===== config.mk =====
export PLATFORM = sky130hd
export DESIGN_NAME = bod_hspan
export DESIGN_NICKNAME = d
export VERILOG_FILES = /design/src/rtl/core/bod_pkg.sv /design/src/rtl/core/bod_hspan.sv
export SDC_FILE = /design/constraint.sdc
export NUM_CORES = 1
export LEC_CHECK = 0
export BUFFER_PORTS_ARGS = -buffer_cell sky130_fd_sc_hd__buf_2
export CAP_MARGIN = 20
export CELL_PAD_IN_SITES_DETAIL_PLACEMENT = 2
export CELL_PAD_IN_SITES_GLOBAL_PLACEMENT = 2
export CORE_UTILIZATION = 35
export CTS_CLUSTER_DIAMETER = 60
export CTS_CLUSTER_SIZE = 8
export DETAILED_ROUTE_END_ITERATION = 10
export GPL_TIMING_DRIVEN = 0
export PLACE_DENSITY_LB_ADDON = 0.15
export SLEW_MARGIN = 30
export SYNTH_ARGS = -nofsm -noshare
export SYNTH_HDL_FRONTEND = slang
export SYNTH_SLANG_ARGS = --single-unit

===== constraint.sdc =====
create_clock -name clk -period 16.64 [get_ports clk]
set_clock_uncertainty 0.2 [all_clocks]
set_input_delay 2.496 -clock clk [delete_from_list [all_inputs] [get_ports clk]]
set_output_delay 2.496 -clock clk [all_outputs]
set_load 0.05 [all_outputs]

===== src/rtl/core/bod_pkg.sv =====
`timescale 1ns / 1ps
// ----------------------------------------------------------------------------
// bod_pkg
// Shared constants for the obstacle dilation block.
// ----------------------------------------------------------------------------
package bod_pkg;

  localparam int MAX_WIDTH  = 1024;
  localparam int MAX_HEIGHT = 1024;
  localparam int MAX_RADIUS = 16;

  // window span in pixels along one axis
  localparam int SPAN   = 2 * MAX_RADIUS;
  localparam int COL_W  = $clog2(MAX_WIDTH);
  localparam int ROW_W  = COL_W + 1;
  localparam int CNT_W  = $clog2(SPAN + 1);
  localparam int RAD_W  = 5;
  localparam int REG_W  = 11;
  localparam int IDX_W  = 2;

  // register indexes
  localparam logic [IDX_W-1:0] REG_WIDTH  = 2'd0;
  localparam logic [IDX_W-1:0] REG_HEIGHT = 2'd1;
  localparam logic [IDX_W-1:0] REG_RADIUS = 2'd2;

  // saturated row distance: no hit within reach
  localparam logic [CNT_W-1:0] DIST_SAT = CNT_W'(SPAN);

endpackage


===== src/rtl/core/bod_hspan.sv =====
`timescale 1ns / 1ps
// ----------------------------------------------------------------------------
// bod_hspan
// Horizontal window: keeps the last pixels of the stream and ORs those that
// fall in the same row as the evaluated column and inside its span.
// ----------------------------------------------------------------------------
module bod_hspan (
  input  logic                      clk,
  input  logic                      shift_en,
  input  logic                      occ_in,
  input  logic [bod_pkg::COL_W-1:0] col,
  input  logic [bod_pkg::REG_W-1:0] width,
  input  logic [bod_pkg::RAD_W-1:0] radius,
  output logic                      hit
);
  import bod_pkg::*;

  logic [SPAN-1:0] hist;
  logic [REG_W:0]  reach;
  logic [REG_W:0]  span_len;

  // newest pixel in bit 0
  always_ff @(posedge clk) begin
    if (shift_en) begin
      hist <= {hist[SPAN-2:0], occ_in};
    end
  end

  // tap t holds column col+radius-t of the evaluated row
  always_comb begin
    reach    = (REG_W+1)'(col) + (REG_W+1)'(radius);
    span_len = (REG_W+1)'({radius, 1'b0});
    hit      = 1'b0;
    for (int t = 0; t < SPAN; t++) begin
      if (hist[t] && ((REG_W+1)'(t) < span_len) && ((REG_W+1)'(t) <= reach) &&
          ((REG_W+1)'(t) + (REG_W+1)'(width) > reach)) begin
        hit = 1'b1;
      end
    end
  end

endmodule


# After elaboration in Yosys (flattened, before gate mapping)
# Index checks and enable logic that the tools add are counted.
# W data, S select, Z words.
# op_classes
add_sub_neg	32
n_mux	32
order_cmp	96
reduce_logical	96
# op_table
cell	count
$gt A12 B11 Y1	31
$add A5 B11 Y12 const A	16
$le A5 B11 Y1 const A	16
$add A4 B11 Y12 const A	8
$logic_and A1 B1 Y1	96
$lt A5 B6 Y1 const A	16
$le A4 B11 Y1 const A	8
$add A3 B11 Y12 const A	4
$lt A4 B6 Y1 const A	8
$le A3 B11 Y1 const A	4
$mux W1	32
$add A2 B11 Y12 const A	2
$lt A3 B6 Y1 const A	4
$le A1 B11 Y1 const A	2
$le A2 B11 Y1 const A	2
$add A1 B11 Y12 const A	1
$lt A1 B6 Y1 const A	2
$lt A2 B6 Y1 const A	2
$add A10 B5 Y11	1
$gt A11 B11 Y1	1
# word_totals
input_bits	29
output_inout_bits	1
word_cells	257
register_bits	32

# Depth between registers and ports, before layout
# depth
ltp_word	36
ltp_mapped	20

# Worst setup path before layout
# No wires, ideal clock.
# synth_path
kind	in2out
from	input port col[0] in the netlist's numbering
to	output port hit
cell_stages	14
slack_ps	6316
required_ps	13944
n_path_buf	0
arrival_time_ps	7628
path_cell_list	ha_1 > fa_1 > a211oi_1 > o21ai_1 > nand3_1 > xor2_1 > ha_1 > nand2_1 > or4_1 > a2111oi_0 > a221oi_1 > a31oi_1 > nand4_1 > or4_1
# synth_between
elab_chain_len	36
word_cells_on_any_way	161
cone_classes	add/sub (1); order compare (64); mux (32); reduce/logical (64)
# synth_rtl
item	line_no	text
start: declaration	bod_hspan.sv:11	input logic [bod_pkg::COL_W-1:0] col,
$add A10 B5 Y11 (*)	bod_hspan.sv:31	reach = (REG_W+1)'(col) + (REG_W+1)'(radius);
$le A1 B11 Y1	bod_hspan.sv:35	if (hist[t] && ((REG_W+1)'(t) < span_len) && ((REG_W+1)'(t) <= reach) &&
$logic_and A1 B1 Y1 (2 in series)	bod_hspan.sv:35	
$mux W1 (31 in series)	bod_hspan.sv:35	
$mux W1 (*)	bod_hspan.sv:35	
end: declaration	bod_hspan.sv:14	output logic hit
# Mark *: on every way between the ends. The rest lies on a longest branch, timed or not.

# Worst setup path after layout
# layout_path
from	input port width[9] in the netlist's numbering
to	output port hit
# layout_between
elab_chain_len	34
word_cells_on_any_way	127
cone_classes	add/sub (31); order compare (32); mux (32); reduce/logical (32)
# layout_rtl
item	line_no	text
start: declaration	bod_hspan.sv:12	input logic [bod_pkg::REG_W-1:0] width,
$add A1 B11 Y12 or $gt A11 B11 Y1 (tied branches)	bod_hspan.sv:36	((REG_W+1)'(t) + (REG_W+1)'(width) > reach)) begin
$gt A12 B11 Y1 or $logic_and A1 B1 Y1 (tied branches)	bod_hspan.sv:36, bod_hspan.sv:35	
$logic_and A1 B1 Y1 or $mux W1 (tied branches)	bod_hspan.sv:35	
$mux W1 (30 in series)	bod_hspan.sv:35	
$mux W1 (*)	bod_hspan.sv:35	
# Marked as above.

==> results.ini <==
[clock_tree]
clk_transition_reported_paths_ns = 0.05
clock_latency_ns = 0.28
htree_levels = 2
clock_sinks = 32
root_buffer = clkbuf_16
cts_hold_buf = 0
cts_tree = built
cts_buffers = 5
ctsLongestPathBuffers = 2
cts_resized = 0
cts_setup_buffers = 0

[yosys]
synth_edf_count = 32
synth_commonest_cells = ha_1 (185), xnor2_1 (161), nand2_1 (132)
ys_seq_area_share_pct = 7.79
synthCells = 1614
syn_avg_cell_area_um2 = 7.65
synth_xor_area_share_pct = 20.7
synth_top_area_share_pct = 18.8
synth_ff_type = edfxtp_1
yosys.area.top_type = ha_1
netlist_area_um2 = 12300
synth-simple-area-share_pct = 20.6
synth_fa_ha_area_share_pct = 23.4
ys_warn_count = 0
synth_nets = 1829
synthMuxAreaShare_pct = 1.43
synthTopCellsByArea = ha_1 (19%), xnor2_1 (11%), xor2_1 (8.7%), edfxtp_1 (7.8%), maj3_1 (4.3%)
synth_cell_types = 84
async_flop_share_pct = 0
yosysMostFrequentCell = ha_1
synth_top_family_by_area = adder cells
ys_seq_elements = 32
synth_compound_area_share_pct = 21.2

[setup_path]
start_kind = input pin
timing.rr.end = hist[5]
reg2reg_setup_slack_ns = 15.63
path_class = in -> out
critPathSlowestCell = clkbuf_1
crit_chain = buf_2 > clkbuf_1 > buf_2 > buf_2 > clkbuf_1 > nand2_1 > nor2_1 > nand2_1 > nor2_1 > xor2_1 > ha_1 > nand3b_1 > or2_2 > o211ai_1 > a311o_1 > nor4_1 > a2111oi_1 > a211oi_1 > nand4_1 > or4_1 > buf_2
end_kind = primary output
crit_required_ns = 13.94
startpoint = width[9]
worstRegToRegCells = 0
cp.arrival_ns = 10.22
worstPathMaxFanout = 10
rr_startpoint = hist[4]
cpMostUsedCell = buf_2
crit_end = hit
slowest_delay_ns = 0.84

[floorplan]
start_util_pct = 35.6
die-area_um2 = 36000
die_h_um = 190
die-width_um = 190
rows = 68
core_um2 = 34600
pin_count = 30

[drt]
drc = 0
finalWirelength_um = 76100
wl_per_cell_um = 36.0
drtIter0Drc = 1578
first_pass_iters = 5
route.vias.total = 14264
antenna_left = 0
viasPerCell = 6.74

[global_routing]
track_usage_pct = 41.9
first_global_vias = 14628
grt_pass1_wl_um = 107000
antenna_found_initial = 3
grt_max_degree = 33
overflow = 0

[final_layout]
drive_above_1_share_pct = 7.49
finish.instance_area_um2 = 13500
ff_latch_area_um2 = 961
n_fill_cell = 4052
top_regs = hist x32
area_growth_syn_to_layout_pct = 8.99
multi_input_area_um2 = 10800
regMostFlops = hist
largest_reg_flops = 32
nets = 1870

[sta]
rsz0062_at_grt = false
hold_viol_final = 0
fmax_mhz = 77.4
tightest_slew_ns = 1.17
finalCritPeriodShare_pct = 77.6
slew_violations = 0
relSlewSlack_pct = 21.8
layout_min_cycle_time_ns = 12.92
setup_viol = 0
finalSetupTns_ns = 0

[pwr]
switchingPower_uw = 476
seq_power_share_pct = 11.6
ir_drop_v = 0.0000780
internal_power_uw = 369
switching_share_pct = 56.3
pwr_density_cell_nw_per_um2 = 62.8
clockPowerShare_pct = 10.6
p_leak_nw = 5.39
comb_power_share_pct = 77.8

[job]
cap_violations = 0

[place]
routabilityCongestion = 1.08
numPortBuffers = 25
hpwl_um = 58100
placed_cell_area_um2 = 13300

[run_status]
status = finished clean

[worst_hold_path]
hp-class = reg -> reg
hold_depth = 0

[critical path, delay by kind of cell]
kind | cells | cell delay [ns]
xor+xnor | 1 | 0.20
fa+ha+maj | 1 | 0.31
buf+inv | 6 | 2.83
simple gates | 9 | 3.18
compound gates | 4 | 1.17
[kinds of logic (layout without fill, tap and decap cells)]
logic type / count (synthesis) / count (layout)
other cells: 0 / 5
flops: 32 / 32
fa+ha+maj: 241 / 241
compound gates: 377 / 377
simple gates: 508 / 508
mux: 17 / 17
buf+inv: 152 / 193
xor+xnor: 287 / 287
[power by group through the flow]
| stage | clock network (mW) | registers [mW] | logic (mW) |
|---|---|---|---|
| global placement | 0 | 0.0990 | 0.597 |
| global route | 0.0925 | 0.0983 | 0.692 |
| detailed placement | 0 | 0.0992 | 0.631 |
| floorplan | 0 | 0.0971 | 0.392 |
| CTS | 0.0893 | 0.0978 | 0.635 |
| finish | 0.0897 | 0.0980 | 0.657 |
[cell type report]
| type | instances | area share (%) |
|---|---|---|
| Sequential cell | 32 | 7.14 |
| Clock inverter | 1 | 0.0372 |
| Tap cell | 455 | 4.23 |
| Timing Repair Buffer | 34 | 2.15 |
| Multi-Input combinational cell | 1430 | 80.6 |
| Antenna cell | 5 | 0.0930 |
| Buffer | 100 | 3.33 |
| Clock buffer | 6 | 0.958 |
| Inverter | 52 | 1.45 |
[cells in the final DEF (no fill, tap or decap), drive strengths merged, types with 7 or more instances in the layout]
cell type,n
a41oi,7
maj3,55
a2111oi,12
nand2b,15
xnor2,162
xor2,124
a31oi,24
and3,22
nor4,23
nor3,21
clkbuf,71
o2111ai,10
a211oi,21
or4,12
nand2,133
mux2i,12
nor2b,18
o211ai,30
nand3,52
a21oi,93
buf,69
or3,11
inv,51
a221oi,9
o21a,9
ha,185
a21o,30
nand4,26
nor2,126
nand4b,9
and2,16
a21boi,13
edfxtp,32
o21ai,53
[through the flow]
stage	utilization (%)	cells	setup WS, ns	hold slack [ns]	total power [mW]
3_5_place_dp	38.4	2102	3.93	0.239	0.730
3_3_place_gp	37.6	2094	3.12	0.226	0.696
5_1_grt	38.8	2110	3.90	0.262	0.883
6_report	38.8	2115	3.72	0.253	0.845
2_1_floorplan	-	1614	6.32	0.220	0.489
4_1_cts	38.8	2109	3.91	0.249	0.822
[how the worst min path moves through the flow]
stage / start / endpoint / slack [ns]
after floorplan: hist[2] / hist[3] / 0.22
after global placement: hist[2] / hist[3] / 0.23
after detailed placement: hist[5] / hist[6] / 0.24
after CTS: hist[5] / hist[6] / 0.25
after global routing: hist[2] / hist[3] / 0.26
final: hist[5] / hist[6] / 0.25
[metal layers]
metal,vias to the layer above,global-route usage [%],wire length (um)
met3,277,8.19,7580
li1,5981,-,-
met2,889,64.6,32200
met4,2,28.8,6010
met1,7115,52.7,30300
met5,-,0,9
Note: power is estimated with default switching activity, not from simulation.
